File: config.mk
export PLATFORM = sky130hd
export DESIGN_NAME = integer_to_ascii_formatter
export DESIGN_NICKNAME = d
export VERILOG_FILES = /design/src/design/itoaf_pkg.sv /design/src/design/integer_to_ascii_formatter.sv
export SDC_FILE = /design/constraint.sdc
export NUM_CORES = 1
export LEC_CHECK = 0
export ABC_AREA = 1
export BUFFER_PORTS_ARGS = -buffer_cell sky130_fd_sc_hd__buf_2
export CORE_UTILIZATION = 50
export CTS_CLUSTER_DIAMETER = 120
export DETAILED_ROUTE_END_ITERATION = 8
export PLACE_DENSITY = 0.69
export REMOVE_ABC_BUFFERS = 1
export SLEW_MARGIN = 20
export SYNTH_ARGS = -nofsm -noshare
export SYNTH_HDL_FRONTEND = slang
export SYNTH_SLANG_ARGS = --single-unit
File: constraint.sdc
create_clock -name i_clk -period 5.4 [get_ports i_clk]
set_clock_uncertainty 0.15 [all_clocks]
set_input_delay 1.08 -clock i_clk [delete_from_list [all_inputs] [get_ports i_clk]]
set_output_delay 1.08 -clock i_clk [all_outputs]
set_load 0.1 [all_outputs]
File: src/design/itoaf_pkg.sv
// ----------------------------------------------------------------------------
// Integer to ASCII formatter package
// Format mode codes, character constants and field widths shared by the
// formatter and its checker.
// ----------------------------------------------------------------------------
package itoaf_pkg;

    localparam int NUMBER_W   = 32;
    localparam int HEXCNT_W   = 3;
    localparam int MODE_W     = 2;
    localparam int CHAR_W     = 8;
    localparam int IN_DATA_W  = 40;
    localparam int BCD_DIGITS = 10;
    localparam int BCD_W      = 4 * BCD_DIGITS;

    localparam logic [MODE_W-1:0] MODE_HEX   = 2'd0;
    localparam logic [MODE_W-1:0] MODE_UDEC16 = 2'd1;
    localparam logic [MODE_W-1:0] MODE_UDEC32 = 2'd2;
    localparam logic [MODE_W-1:0] MODE_SDEC16 = 2'd3;

    localparam logic [CHAR_W-1:0] CHAR_ZERO  = 8'h30;
    localparam logic [CHAR_W-1:0] CHAR_NINE  = 8'h39;
    localparam logic [CHAR_W-1:0] CHAR_UPPER_A = 8'h41;
    localparam logic [CHAR_W-1:0] CHAR_UPPER_F = 8'h46;
    localparam logic [CHAR_W-1:0] CHAR_MINUS = 8'h2D;

    localparam logic [HEXCNT_W-1:0] HEX_MAX_DIGITS = 3'd4;

    // ASCII code of one digit, 0-9 then upper-case A-F
    function automatic logic [CHAR_W-1:0] digit_char(input logic [3:0] d);
        logic [CHAR_W-1:0] c;
        if (d < 4'd10) begin
            c = CHAR_ZERO + {4'd0, d};
        end else begin
            c = CHAR_UPPER_A + {4'd0, d - 4'd10};
        end
        return c;
    endfunction

endpackage

File: src/design/integer_to_ascii_formatter.sv
// ----------------------------------------------------------------------------
// Integer to ASCII formatter
// Prints one number per request as ASCII characters, hex or decimal.
// ----------------------------------------------------------------------------
// Usage:
//   Slave side takes one request: tdata = number[31:0], hex_digits[34:32];
//   tuser = mode (0 hex, 1 unsigned 16-bit, 2 unsigned 32-bit, 3 signed
//   16-bit decimal). Master side gives one character per beat in tdata,
//   most significant first, with tlast on the final character.
//   One request is worked on at a time; tready is high only while idle.
//   Decimal conversion runs a bit-serial shift-and-add-3 loop, one input bit
//   per cycle, over 16 input bits in the 16-bit modes and 32 in the 32-bit
//   mode. Then leading digit positions (of ten for decimal, four for hex)
//   are dropped one per cycle: zeros in decimal mode or with a hex count of
//   zero, else positions beyond the hex count, keeping at least one digit.
//   The block then moves on to output, and characters leave one per cycle
//   while the receiver takes them.
//   The character register is a one-deep output stage: while the receiver
//   stalls the block holds the character and waits before loading the next
//   one; the next request is taken while the final character still waits.
//   Synchronous active-low reset returns the block to idle and drops any
//   pending character.
// ----------------------------------------------------------------------------
module integer_to_ascii_formatter (
    input  logic                                i_clk,
    input  logic                                i_rst_n,
    input  logic                                i_s_axis_tvalid,
    output logic                                o_s_axis_tready,
    // number [31:0], hex_digits [34:32], zero fill [39:35]
    input  logic [itoaf_pkg::IN_DATA_W-1:0]     i_s_axis_tdata,
    // mode [1:0]
    input  logic [itoaf_pkg::MODE_W-1:0]        i_s_axis_tuser,
    output logic                                o_m_axis_tvalid,
    input  logic                                i_m_axis_tready,
    // character [7:0]
    output logic [itoaf_pkg::CHAR_W-1:0]        o_m_axis_tdata,
    output logic                                o_m_axis_tlast
);
    import itoaf_pkg::*;

    typedef enum logic [2:0] {
        ST_IDLE,
        ST_SIGN,
        ST_CONV,
        ST_SKIP,
        ST_EMIT
    } t_state;

    t_state                  r_state;
    logic [NUMBER_W-1:0]     r_bin;
    logic [BCD_W-1:0]        r_bcd;
    logic [5:0]              r_cnt;
    logic [3:0]              r_rem;
    logic [HEXCNT_W-1:0]     r_keep;
    logic                    r_auto;
    logic                    r_m_tvalid;
    logic [CHAR_W-1:0]       r_char;
    logic                    r_last;

    logic [BCD_W-1:0]        n_bcd;
    logic [15:0]             w_low;
    logic [15:0]             w_mag;
    logic [HEXCNT_W-1:0]     w_hexcnt;
    logic                    w_in_acc;
    logic                    w_out_free;
    logic                    w_load;
    logic [3:0]              w_top;
    logic                    w_skip;
    logic [NUMBER_W-1:0]     w_in_number;
    logic [HEXCNT_W-1:0]     w_in_hexcnt;

    assign w_in_number = i_s_axis_tdata[NUMBER_W-1:0];
    assign w_in_hexcnt = i_s_axis_tdata[NUMBER_W +: HEXCNT_W];
    assign w_low       = w_in_number[15:0];
    // two's complement magnitude; 0x8000 maps onto itself
    assign w_mag       = w_low[15] ? (16'd0 - w_low) : w_low;
    assign w_hexcnt    = (w_in_hexcnt > HEX_MAX_DIGITS) ? HEX_MAX_DIGITS : w_in_hexcnt;

    assign o_s_axis_tready = (r_state == ST_IDLE);
    assign w_in_acc        = i_s_axis_tvalid && o_s_axis_tready;
    assign w_out_free      = !r_m_tvalid || i_m_axis_tready;
    assign w_load          = ((r_state == ST_SIGN) || (r_state == ST_EMIT)) && w_out_free;
    assign w_top           = r_bcd[BCD_W-1 -: 4];

    // drop a leading position: forced by the hex count, or a zero in auto width
    assign w_skip = (r_rem > 4'd1) &&
                    ((r_auto && (w_top == 4'd0)) ||
                     (!r_auto && (r_rem > {1'b0, r_keep})));

    // add 3 to every BCD digit of 5 or more, then shift in the next bit
    always_comb begin
        logic [BCD_W-1:0] adj;
        adj = r_bcd;
        for (int i = 0; i < BCD_DIGITS; i++) begin
            if (r_bcd[i*4 +: 4] >= 4'd5) begin
                adj[i*4 +: 4] = r_bcd[i*4 +: 4] + 4'd3;
            end
        end
        n_bcd = {adj[BCD_W-2:0], r_bin[NUMBER_W-1]};
    end

    always_ff @(posedge i_clk) begin
        if (!i_rst_n) begin
            r_state    <= ST_IDLE;
            r_m_tvalid <= 1'b0;
        end else begin
            // load a new character, or drop the taken one
            if (w_load) begin
                r_m_tvalid <= 1'b1;
            end else if (i_m_axis_tready) begin
                r_m_tvalid <= 1'b0;
            end
            unique case (r_state)
                ST_IDLE: begin
                    if (w_in_acc) begin
                        r_keep <= w_hexcnt;
                        unique case (i_s_axis_tuser)
                            MODE_HEX: begin
                                r_bcd   <= {w_low, {(BCD_W-16){1'b0}}};
                                r_rem   <= 4'd4;
                                r_auto  <= (w_hexcnt == '0);
                                r_state <= ST_SKIP;
                            end
                            MODE_UDEC16: begin
                                r_bcd   <= '0;
                                r_rem   <= 4'(BCD_DIGITS);
                                r_auto  <= 1'b1;
                                r_bin   <= {w_low, 16'd0};
                                r_cnt   <= 6'd16;
                                r_state <= ST_CONV;
                            end
                            MODE_UDEC32: begin
                                r_bcd   <= '0;
                                r_rem   <= 4'(BCD_DIGITS);
                                r_auto  <= 1'b1;
                                r_bin   <= w_in_number;
                                r_cnt   <= 6'd32;
                                r_state <= ST_CONV;
                            end
                            MODE_SDEC16: begin
                                r_bcd   <= '0;
                                r_rem   <= 4'(BCD_DIGITS);
                                r_auto  <= 1'b1;
                                r_bin   <= {w_mag, 16'd0};
                                r_cnt   <= 6'd16;
                                r_state <= w_low[15] ? ST_SIGN : ST_CONV;
                            end
                            default: r_state <= ST_IDLE;
                        endcase
                    end
                end
                ST_SIGN: begin
                    if (w_out_free) begin
                        r_char     <= CHAR_MINUS;
                        r_last     <= 1'b0;
                        r_state    <= ST_CONV;
                    end
                end
                ST_CONV: begin
                    r_bcd <= n_bcd;
                    r_bin <= {r_bin[NUMBER_W-2:0], 1'b0};
                    r_cnt <= r_cnt - 6'd1;
                    if (r_cnt == 6'd1) begin
                        r_state <= ST_SKIP;
                    end
                end
                ST_SKIP: begin
                    if (w_skip) begin
                        r_bcd <= {r_bcd[BCD_W-5:0], 4'd0};
                        r_rem <= r_rem - 4'd1;
                    end else begin
                        r_state <= ST_EMIT;
                    end
                end
                ST_EMIT: begin
                    if (w_out_free) begin
                        r_char     <= digit_char(w_top);
                        r_last     <= (r_rem == 4'd1);
                        r_bcd      <= {r_bcd[BCD_W-5:0], 4'd0};
                        r_rem      <= r_rem - 4'd1;
                        if (r_rem == 4'd1) begin
                            r_state <= ST_IDLE;
                        end
                    end
                end
                default: r_state <= ST_IDLE;
            endcase
        end
    end

    assign o_m_axis_tvalid = r_m_tvalid;
    assign o_m_axis_tdata  = r_char;
    assign o_m_axis_tlast  = r_last;

endmodule

# Yosys cells after proc, flatten, opt, wreduce, memory -nomap -nowiden
# Index checks and enable logic that the tools add are counted.
dict set report word_totals {
  ff_bits 99
  out_inout_bits 11
  input_bits 46
}
dict set report classes {
  n_lt_le_gt_ge 14
  n_eq_ne 18
  n_reduce_logical 29
  n_addsub 16
  mux 47
}
# op n
set op_table {}
lappend op_table {{$pmux W40 S4} 1}
lappend op_table {{$mux W40} 3}
lappend op_table {{$pmux W32 S3} 1}
lappend op_table {{$pmux W40 S2} 1}
lappend op_table {{$pmux W32 S2} 1}
lappend op_table {{$mux W4} 12}
lappend op_table {{$ge A4 B3 Y1 const B} 10}
lappend op_table {{$add A4 B2 Y4 const B} 9}
lappend op_table {{$mux W32} 1}
lappend op_table {{$mux W3} 8}
lappend op_table {{$mux W8} 3}
lappend op_table {{$pmux W6 S2} 2}
lappend op_table {{$mux W16} 1}
lappend op_table {{$pmux W8 S2} 1}
lappend op_table {{$sub A1 B16 Y16 const A} 1}
lappend op_table {{$pmux W3 S5} 1}
lappend op_table {{$pmux W4 S3} 1}
lappend op_table {{$reduce_and A4 Y1} 3}
lappend op_table {{$ne A2 B2 Y1 const B} 5}
lappend op_table {{$reduce_and A5 Y1} 2}
lappend op_table {{$pmux W3 S3} 1}
lappend op_table {{$add A7 B4 Y8 const A} 1}
lappend op_table {{$pmux W4 S2} 1}
lappend op_table {{$add A6 B4 Y7 const A} 1}
lappend op_table {{35 further kinds} 53}

# Longest topological paths before layout
# Gate-level depths: netlist of the first run.
dict set report depth {
  ltp_word 6
  depth_mapped 13
  depth_no_buf 13
}

# Worst setup path before layout of the first run
# Ideal clock, no wire load.
dict set report synth_path {
  path_type {input to register}
  start {input port i_s_axis_tuser[0] (netlist bit)}
  end {register r_bin[0] (enable)}
  setup_ns 0.480
  slack_ns 0.617
  arrival_ns 4.153
  cell_stages 4
  cell_sequence {ha_1 buf_2 inv_1 a311oi_1}
}
dict set report synth_via {
  elab_chain_len 3
  elab_cells_between_ends 5
  cone_classes {eq/ne (4); reduce/logical (1)}
}
# item line
set synth_lines {}
lappend synth_lines {{start, declared} integer_to_ascii_formatter.sv:32} ;# input logic [itoaf_pkg::MODE_W-1:0] i_s_axis_tuser,
lappend synth_lines {{$eq A2 B2 Y1 / $eq A2 B1 Y1 (equally long branches)} integer_to_ascii_formatter.sv:117} ;# unique case (i_s_axis_tuser)
lappend synth_lines {{$ne A4 B1 Y1 (no source line) (*)} -}
lappend synth_lines {{$reduce_and A4 Y1 (no source line) (*)} -}
lappend synth_lines {{end signal, assigned} integer_to_ascii_formatter.sv:128} ;# r_bin <= {w_low, 16'd0};
lappend synth_lines {{end signal, assigned} integer_to_ascii_formatter.sv:136} ;# r_bin <= w_in_number;
lappend synth_lines {{end signal, assigned} integer_to_ascii_formatter.sv:144} ;# r_bin <= {w_mag, 16'd0};
lappend synth_lines {{end, declared} integer_to_ascii_formatter.sv:50} ;# logic [NUMBER_W-1:0] r_bin;
# Every way passes the cells marked *; elsewhere a longest branch is shown, timed or not.
# A chain may end at the register's enable or synchronous reset.

# Worst setup path in the final report of the first run
dict set report layout_path {
  start {input port i_s_axis_tuser[0] (netlist bit)}
  end {register r_cnt[3] (enable)}
}
dict set report layout_via {
  elab_chain_len 4
  elab_cells_between_ends 6
  cone_classes {eq/ne (4); reduce/logical (2)}
}
# item line
set layout_lines {}
lappend layout_lines {{$eq A2 B2 Y1 / $eq A2 B1 Y1 (equally long branches)} integer_to_ascii_formatter.sv:117}
lappend layout_lines {{$reduce_or A2 Y1 (no source line)} -}
lappend layout_lines {{$ne A3 B2 Y1 (no source line) (*)} -}
lappend layout_lines {{$reduce_and A4 Y1 (no source line) (*)} -}
lappend layout_lines {{end signal, assigned} integer_to_ascii_formatter.sv:162} ;# r_cnt <= r_cnt - 6'd1;
lappend layout_lines {{end, declared} integer_to_ascii_formatter.sv:52} ;# logic [5:0] r_cnt;
# Marks and branches as above.

==> flow_metrics.py, run 1 <==
metrics = {
    "global_routing": {
        "grt_use_total": 0.224,
        "grt_pass1_vias": 5110,
        "grt-ovfl-total": 0,
        "grt_antenna_before_repair": 0,
        "grt_max_degree": 62,
        "grt_pass1_wl_um": 23000,
    },
    "yosys": {
        "synth_cell_types": 47,
        "yosys_warnings": 0,
        "synth_area_sq_mm": 0.00622,
        "synth_area_leader_cell": "edfxtp_1",
        "synth_seq_cells": 98,
        "synth_cells": 706,
        "ys_top_cells_by_area": "edfxtp_1, ha_1, nand2_1, o21ai_0, inv_1",
        "synth_edf_count": 94,
        "async_flop_share": 0,
        "synth_top_flop_cell": "edfxtp_1",
        "ys_seq_area_frac": 0.467,
        "syn_area_per_cell_sq_um": 8.81,
        "yosys.area.top_type_share": 0.454,
        "synth_commonest_cells": "nand2_1, inv_1, edfxtp_1",
        "synth_most_common_cell": "nand2_1",
    },
    "sta": {
        "relSlewSlack": 0.287,
        "worst_slack_ps": 2360,
        "finalHoldViolations": 0,
        "tightest_slew_ps": 1070,
        "finalCritPeriodShare": 0.563,
        "slew_viol_final": 0,
        "fin_hold_ws_ps": 382,
        "rsz0062_at_grt": "false",
        "setup_viol_count_final": 0,
        "setup_tns_ps": 0,
        "fin_crit_ps": 3040,
        "fmax_ghz": 0.329,
    },
    "power": {
        "p_total_uw": 3130,
        "ir_worst_vdd_v": 0.000222,
        "power.density_mw_per_mm2": 455,
        "p_leak_uw": 0.00283,
    },
    "routing": {
        "vias_per_cell": 5.55,
        "drt_iter0_drc": 355,
        "drcViolationCount": 0,
        "post_drt_wl_per_cell_um": 14.9,
        "first_pass_iters": 5,
        "wl_um": 13600,
        "vias": 5088,
        "ant_nets": 0,
    },
    "hold_path": {
        "hp-start": "r_bin[11]",
        "timing.hold.worst_endpoint": "r_bin[12]",
        "hold_class": "reg2reg",
        "whs_path_depth": 2,
    },
    "critical_path": {
        "cp.arrival_ps": 2860,
        "crit_family": "simple AND/OR/NAND/NOR gates",
        "rrSetupSlack_ps": 2480,
        "cp-end-kind": "register",
        "cp.required_ps": 5230,
        "cp_slowest_cell": "nor3_1",
        "path_class": "in2reg",
        "r2r_cells": 9,
        "r2r_end": "r_bcd[36]",
        "critPathMaxStageDelay_ps": 760,
        "cp_max_fo": 20,
        "cp_cell_sequence": "buf_2, inv_1, ha_1, nor4_1, nor3_1",
        "critPathBufInv": 2,
        "cp-start-kind": "primary input",
        "r2r-start": "r_state[2]",
    },
    "cts": {
        "ctsHoldBuffers": 0,
        "htreeDepth": 3,
        "cts-resized-gates": 0,
        "cts_buffers": 9,
        "root_buffer": "clkbuf_16",
        "postCtsSetupBuffers": 0,
        "cts_tree": "done",
        "cts.sinks": 98,
        "clkLatencyLatePin_ps": 350,
        "clock_path_buffers": 2,
        "clk_pin_slew_ps": 60,
    },
    "placement": {
        "io_buffers": 50,
        "place_ws_ps": 1970,
        "place_congestion": 0.848,
        "dp_hpwl_um": 9440,
    },
    "die": {
        "io_pins": 57,
        "fp.dieH_um": 114,
        "rows": 40,
        "start_util": 0.516,
        "die_w_um": 114,
        "die_area_sq_mm": 0.0129,
        "coreArea_sq_mm": 0.0121,
    },
    "final_layout": {
        "nFillCells": 1079,
        "final_layout_size_suffix_gt1_frac": 0.138,
        "fin_nets": 825,
        "synthToLayoutAreaGrowth_pct": 10.4,
        "antenna_cells": 0,
    },
    "status": {
        "outcome": "finished clean",
    },
    "flow_run": {
        "maxCapViolCount": 0,
    },
}
-- routing by layer --
layer / vias up / GRT usage / wire length [um]
met4: 0 / 0.117 / 284
met2: 123 / 0.378 / 6600
met3: 22 / 0.0361 / 535
met1: 2418 / 0.276 / 6210
li1: 2525 / - / -
met5: - / 0 / 0
-- how the worst max path moves through the flow --
stage | start | end | slack [ps] | depth (start not counted)
detailed placement | i_s_axis_tuser[0] | r_cnt[3] | 1970 | 5
finish | i_s_axis_tuser[0] | r_cnt[3] | 2360 | 5
global placement | i_s_axis_tuser[0] | r_bin[30] | 2050 | 8
floorplan | i_s_axis_tuser[0] | r_bin[0] | 380 | 3
CTS | i_s_axis_tuser[0] | r_cnt[2] | 2350 | 5
global route | i_s_axis_tuser[0] | r_bin[20] | 2140 | 6
-- worst register-to-register path: cells and delay by family (launching register included) --
family	cells	cell delay, ps
compound gates	1	110
simple gates	4	690
buf+inv	4	1350
flops	1	330
-- cell usage in the layout, fill, tap and decap left out, types with 2 or more instances in the layout --
cell type and n:
nand3_2 2, xor2_1 9, clkbuf_1 3, a221oi_1 11, nor4_1 2, nand3_1 50
nand2_2 2, ha_1 36, or2_2 8, nand2_1 106, nand4_1 3, o22ai_2 5
o21a_1 2, o211ai_1 4, inv_2 9, o221ai_1 16, bufinv_16 2, buf_4 2
clkbuf_16 9, o21ai_1 3, a22oi_1 2, o32ai_2 4, buf_2 50, nor3_1 6
dfxtp_1 4, nor2_2 2, nor2_1 62, o21ai_0 76, edfxtp_1 94, a21oi_1 43
nor2_4 3, inv_1 99, a31oi_1 2, nand3b_1 3
-- metrics by stage --
| stage | instances | instance area (sq um) | util |
|---|---|---|---|
| 2_1_floorplan | 680 | 6070 | - |
| 6_report | 916 | 6870 | 0.570 |
| 3_3_place_gp | 900 | 6570 | 0.544 |
| 4_1_cts | 916 | 6870 | 0.570 |
| 3_5_place_dp | 900 | 6570 | 0.544 |
| 5_1_grt | 916 | 6870 | 0.570 |
-- registers in the layout, summed over array words and instances, names as in the netlist --
name,flops
r_auto,1
r_state,3
o_m_axis_tdata,7
r_cnt,6
r_rem,4
r_bin,32
o_m_axis_tlast,1
o_m_axis_tvalid,1
r_keep,3
r_bcd,40
-- cell families (layout without fill, tap and decap cells) --
family,count (synthesis),after routing,synth area share
AOI/OAI and AO/OA,175,175,0.178
xor gates and xnor gates,10,10,0.0141
buffers and inverters,134,176,0.0893
and+or+nand+nor,252,252,0.180
other,1,1,0.000603
adders and majority gates,36,36,0.0724
DFF,98,98,0.467
-- report_power, final --
part / internal, uW / switching [uW] / leakage [uW]
Clock: 404 / 274 / 0.000148
Sequential: 1140 / 118 / 0.000920
Combinational: 372 / 820 / 0.00176
-- layout make-up --
cell class              instances  area (sq um)  area share
inverters                     108           405      0.0590
flip-flops and latches         98          2900       0.422
clock inverters                 4          68.8      0.0100
well taps                     168           210      0.0306
multi-input cells             474          2780       0.405
clock buffers                  12           236      0.0344
repair buffers                 52           265      0.0386
Power figures use the tool's default switching activity.
==> inputs of run 2 (changes only) <==
PLACE_DENSITY = 0.72   (was 0.69)
clock period = 2.5 ns   (was 5.4 ns; I/O delays follow)
==> flow_metrics.py, run 2 (synthesis results as in run 1) <==
metrics = {
    "status": {
        "outcome": "finished clean",
    },
    "final_layout": {
        "nFillCells": 1046,
        "final_layout_size_suffix_gt1_frac": 0.147,
        "antenna_cells": 0,
        "fin_nets": 834,
        "largest_register_ffs": 40,
        "final_cell_mix": "nand2_1, inv_1, edfxtp_1",
        "synthToLayoutAreaGrowth_pct": 11.1,
        "top_register": "r_bcd",
        "final_common_cell": "nand2_1",
        "finalNonFillerCells": 924,
    },
    "power": {
        "netSwitchingPower_uw": 2600,
        "comb_power_share": 0.399,
        "p_int_uw": 3980,
        "p_leak_uw": 0.00285,
        "seq_power_share": 0.410,
        "ir_worst_vdd_v": 0.000537,
        "power.density_mw_per_mm2": 953,
        "clock_power_share": 0.192,
        "swShare": 0.396,
    },
    "placement": {
        "placedCellCount": 909,
        "place_congestion": 0.877,
        "dp_hpwl_um": 9280,
        "place_ws_ps": 222,
        "io_buffers": 50,
    },
    "global_routing": {
        "grt_use_total": 0.218,
        "grt_pass1_vias": 5022,
        "grt-ovfl-total": 0,
        "grt_antenna_before_repair": 0,
        "grt_max_degree": 61,
        "grt_pass1_wl_um": 22400,
    },
    "routing": {
        "drcViolationCount": 0,
        "first_pass_iters": 5,
        "vias_per_cell": 5.52,
        "post_drt_wl_per_cell_um": 14.2,
        "ant_nets": 0,
        "drt_iter0_drc": 409,
        "vias": 5100,
        "wl_um": 13100,
    },
    "cts": {
        "root_buffer": "clkbuf_16",
        "ctsHoldBuffers": 0,
        "clk_pin_slew_ps": 60,
        "clock_path_buffers": 2,
        "cts_buffers": 9,
        "postCtsSetupBuffers": 0,
        "clkLatencyLatePin_ps": 350,
        "cts_tree": "done",
        "cts.sinks": 98,
        "cts-resized-gates": 0,
        "htreeDepth": 3,
    },
    "critical_path": {
        "cp_max_fo": 6,
        "cp.required_ps": 2320,
        "cp.arrival_ps": 2110,
        "path_class": "reg2reg",
        "cp-end-kind": "register",
        "cp-start-kind": "register",
    },
    "hold_path": {
        "hold_class": "in2reg",
    },
    "die": {
        "start_util": 0.516,
        "die_area_sq_mm": 0.0129,
        "rows": 40,
        "fp.dieH_um": 114,
        "die_w_um": 114,
        "io_pins": 57,
        "coreArea_sq_mm": 0.0121,
    },
    "sta": {
        "rsz0062_at_grt": "false",
        "finalHoldViolations": 0,
        "relSlewSlack": 0.396,
        "slew_viol_final": 0,
        "setup_tns_ps": 0,
        "worst_slack_ps": 211,
        "setup_viol_count_final": 0,
        "fmax_ghz": 0.437,
        "finalCritPeriodShare": 0.916,
        "fin_hold_ws_ps": 212,
        "fin_crit_ps": 2290,
        "tightest_slew_ps": 899,
    },
    "flow_run": {
        "maxCapViolCount": 0,
    },
}
==> run 2: per-stage QoR <==
stage          area, sq um  utilization  power (uW)
2_1_floorplan         6070            -        4620
3_3_place_gp          6660        0.552        5210
3_5_place_dp          6660        0.552        5350
4_1_cts               6910        0.573        6620
5_1_grt               6910        0.573        7060
6_report              6910        0.573        6590
==> run 2: power groups by stage <==
stage / clock network (uW) / registers, uW / logic (uW)
CTS: 1280 / 2700 / 2640
global placement: 0 / 2710 / 2500
detailed placement: 0 / 2730 / 2620
floorplan: 0 / 2780 / 1850
finish: 1260 / 2700 / 2630
global route: 1340 / 2760 / 2970
==> run 2: area by class of cell <==
type / count / area (sq um) / area share
clock inverters: 3 / 17.5 / 0.00253
multi-input cells: 474 / 2780 / 0.402
inverters: 108 / 405 / 0.0587
clock buffers: 12 / 236 / 0.0342
well taps: 168 / 210 / 0.0304
flip-flops and latches: 98 / 2900 / 0.420
repair buffers: 61 / 358 / 0.0518
==> run 2: metal layers <==
layer / up-vias / GRT usage / share of wire / wire length, um
met3: 15 / 0.0484 / 0.059 / 774
met5: - / 0 / 0 / 0
met2: 161 / 0.384 / 0.51 / 6690
li1: 2538 / - / - / -
met4: 0 / 0.0658 / 0.010 / 133
met1: 2386 / 0.265 / 0.42 / 5540
==> run 2: worst max-delay path, stage by stage, from the launching register on <==
cell and delay (ps):
dfxtp_1 420, inv_2 100, nand2_2 130, inv_1 50
nand2_1 90, inv_2 60, nand2_2 70, nand2_1 130
nor3_1 720
==> run 2: path summary, 6_finish.rpt <==
check                                   startpoint  depth (start not counted)  slack, ps   endpoint
worst min register to register            r_bin[2]                          2        380   r_bin[3]
worst max-delay path                    r_state[1]                          8        210   r_cnt[1]
worst min-delay path            i_s_axis_tdata[34]                          1        210  r_keep[2]
worst max register to register          r_state[1]                          8        210   r_cnt[1]
==> inputs of run 3 (changes only) <==
CORE_UTILIZATION = 25   (was 50)
PLACE_DENSITY = not set   (was 0.72)
==> flow_metrics.py, run 3 (synthesis results as in run 1) <==
metrics = {
    "critical_path": {
        "cp_max_fo": 25,
        "cp.arrival_ps": 2130,
        "critPathMaxStageDelay_ps": 420,
        "r2r_cells": 11,
        "r2r-start": "r_rem[1]",
        "cp_cell_sequence": "ha_1, nand2_1, nand2_1, nand2_1, nand2_1, nand2_1, nand2_1, nand2_1, nand2_1, and3_2, buf_12",
        "path_class": "reg2reg",
        "cp_slowest_cell": "edfxtp_1",
        "cp-end-kind": "register",
        "cp.required_ps": 2400,
        "cp-start-kind": "register",
        "rrSetupSlack_ps": 270,
        "crit_path_frequent_cell": "nand2_1",
        "r2r_end": "r_bcd[21]",
        "crit_family": "simple AND/OR/NAND/NOR gates",
        "critPathBufInv": 1,
    },
    "hold_path": {
        "hold_class": "in2reg",
        "timing.hold.worst_endpoint": "r_keep[2]",
        "whs_path_depth": 1,
        "hp-start": "i_s_axis_tdata[34]",
    },
    "die": {
        "coreArea_sq_mm": 0.0244,
        "start_util": 0.255,
        "die_w_um": 160,
        "fp.dieH_um": 160,
        "die_area_sq_mm": 0.0255,
        "rows": 57,
        "io_pins": 57,
    },
    "cts": {
        "clk_pin_slew_ps": 60,
        "clock_path_buffers": 2,
        "root_buffer": "clkbuf_16",
        "cts.sinks": 98,
        "clkLatencyLatePin_ps": 350,
        "ctsHoldBuffers": 0,
        "cts_buffers": 9,
        "cts-resized-gates": 0,
        "htreeDepth": 3,
        "postCtsSetupBuffers": 0,
        "cts_tree": "done",
    },
    "sta": {
        "relSlewSlack": 0.616,
        "finalHoldViolations": 0,
        "setup_tns_ps": 0,
        "slew_viol_final": 0,
        "fin_crit_ps": 2230,
        "finalCritPeriodShare": 0.891,
        "worst_slack_ps": 274,
        "tightest_slew_ps": 571,
        "fmax_ghz": 0.449,
        "fin_hold_ws_ps": 231,
        "rsz0062_at_grt": "false",
        "setup_viol_count_final": 0,
    },
    "routing": {
        "vias": 5018,
        "first_pass_iters": 5,
        "ant_nets": 0,
        "post_drt_wl_per_cell_um": 12.9,
        "drt_iter0_drc": 401,
        "drcViolationCount": 0,
        "wl_um": 14000,
        "vias_per_cell": 4.62,
    },
    "placement": {
        "dp_hpwl_um": 10100,
        "place_ws_ps": 248,
        "place_congestion": 0.780,
        "dpl_cell_area_sq_mm": 0.00690,
        "io_buffers": 50,
    },
    "final_layout": {
        "antenna_cells": 0,
        "final_cell_mix": "nand2_1, inv_1, edfxtp_1",
        "seq_area_sq_mm": 0.00290,
        "post-route-util": 0.294,
        "nFillCells": 2635,
        "fin_nets": 839,
        "top_register": "r_bcd",
        "stdcell_area_sq_mm": 0.00717,
        "largest_register_ffs": 40,
        "multi_input_area_sq_mm": 0.00278,
        "final_common_cell": "nand2_1",
        "synthToLayoutAreaGrowth_pct": 15.2,
        "final_layout_size_suffix_gt1_frac": 0.154,
    },
    "power": {
        "power.density_mw_per_mm2": 932,
        "ir_worst_vdd_v": 0.000363,
        "p_leak_uw": 0.00289,
    },
    "global_routing": {
        "grt_max_degree": 61,
        "grt_pass1_vias": 4596,
        "grt-ovfl-total": 0,
        "grt_pass1_wl_um": 23300,
        "grt_use_total": 0.113,
        "grt_antenna_before_repair": 0,
    },
    "status": {
        "outcome": "finished clean",
    },
    "flow_run": {
        "maxCapViolCount": 0,
    },
}
-- run 3: how the worst max path moves through the flow --
stage,from,to,slack (ps),cells past startpoint
after global placement,r_rem[1],r_bcd[24],250,11
after global routing,r_rem[0],r_bcd[19],100,13
after CTS,r_rem[1],r_bcd[24],240,11
after detailed placement,r_rem[1],r_bcd[24],250,11
final,r_rem[1],r_bcd[21],270,11
after floorplan,i_s_axis_tuser[0],r_bin[0],-1940,3
-- run 3: final cells by class --
class / count / share of cell area
Clock buffer: 11 / 0.0325
Clock inverter: 5 / 0.00419
Inverter: 108 / 0.0566
Multi-Input combinational cell: 474 / 0.388
Sequential cell: 98 / 0.405
Tap cell: 324 / 0.0566
Timing Repair Buffer: 66 / 0.0569
-- run 3: routing by layer --
metal	up-vias	global-route usage	share of wire	wire [um]
li1	2549	-	-	-
met1	2383	0.157	0.49	6920
met2	78	0.172	0.46	6400
met3	8	0.0278	0.036	505
met4	0	0.0341	0.013	177
met5	-	0	0	0
-- run 3: worst register-to-register path: stages, from the launching register on --
cell and delay (ps):
edfxtp_1 420, ha_1 320, nand2_1 50, nand2_1 50, nand2_1 40, nand2_1 50
nand2_1 50, nand2_1 80, nand2_1 50, nand2_1 70, and3_2 350, buf_12 230
-- run 3: metrics by stage --
step	cells	power (uW)
6_report	1086	6680
5_1_grt	1086	7200
4_1_cts	1086	6740
3_5_place_dp	1070	5410
3_3_place_gp	1070	5370
2_1_floorplan	680	4620
-- run 3: where the power goes --
group	internal, uW	switching [uW]	leakage [uW]
logic	906	1780	0.00184
clock network	673	620	0.000129
registers	2450	251	0.000920
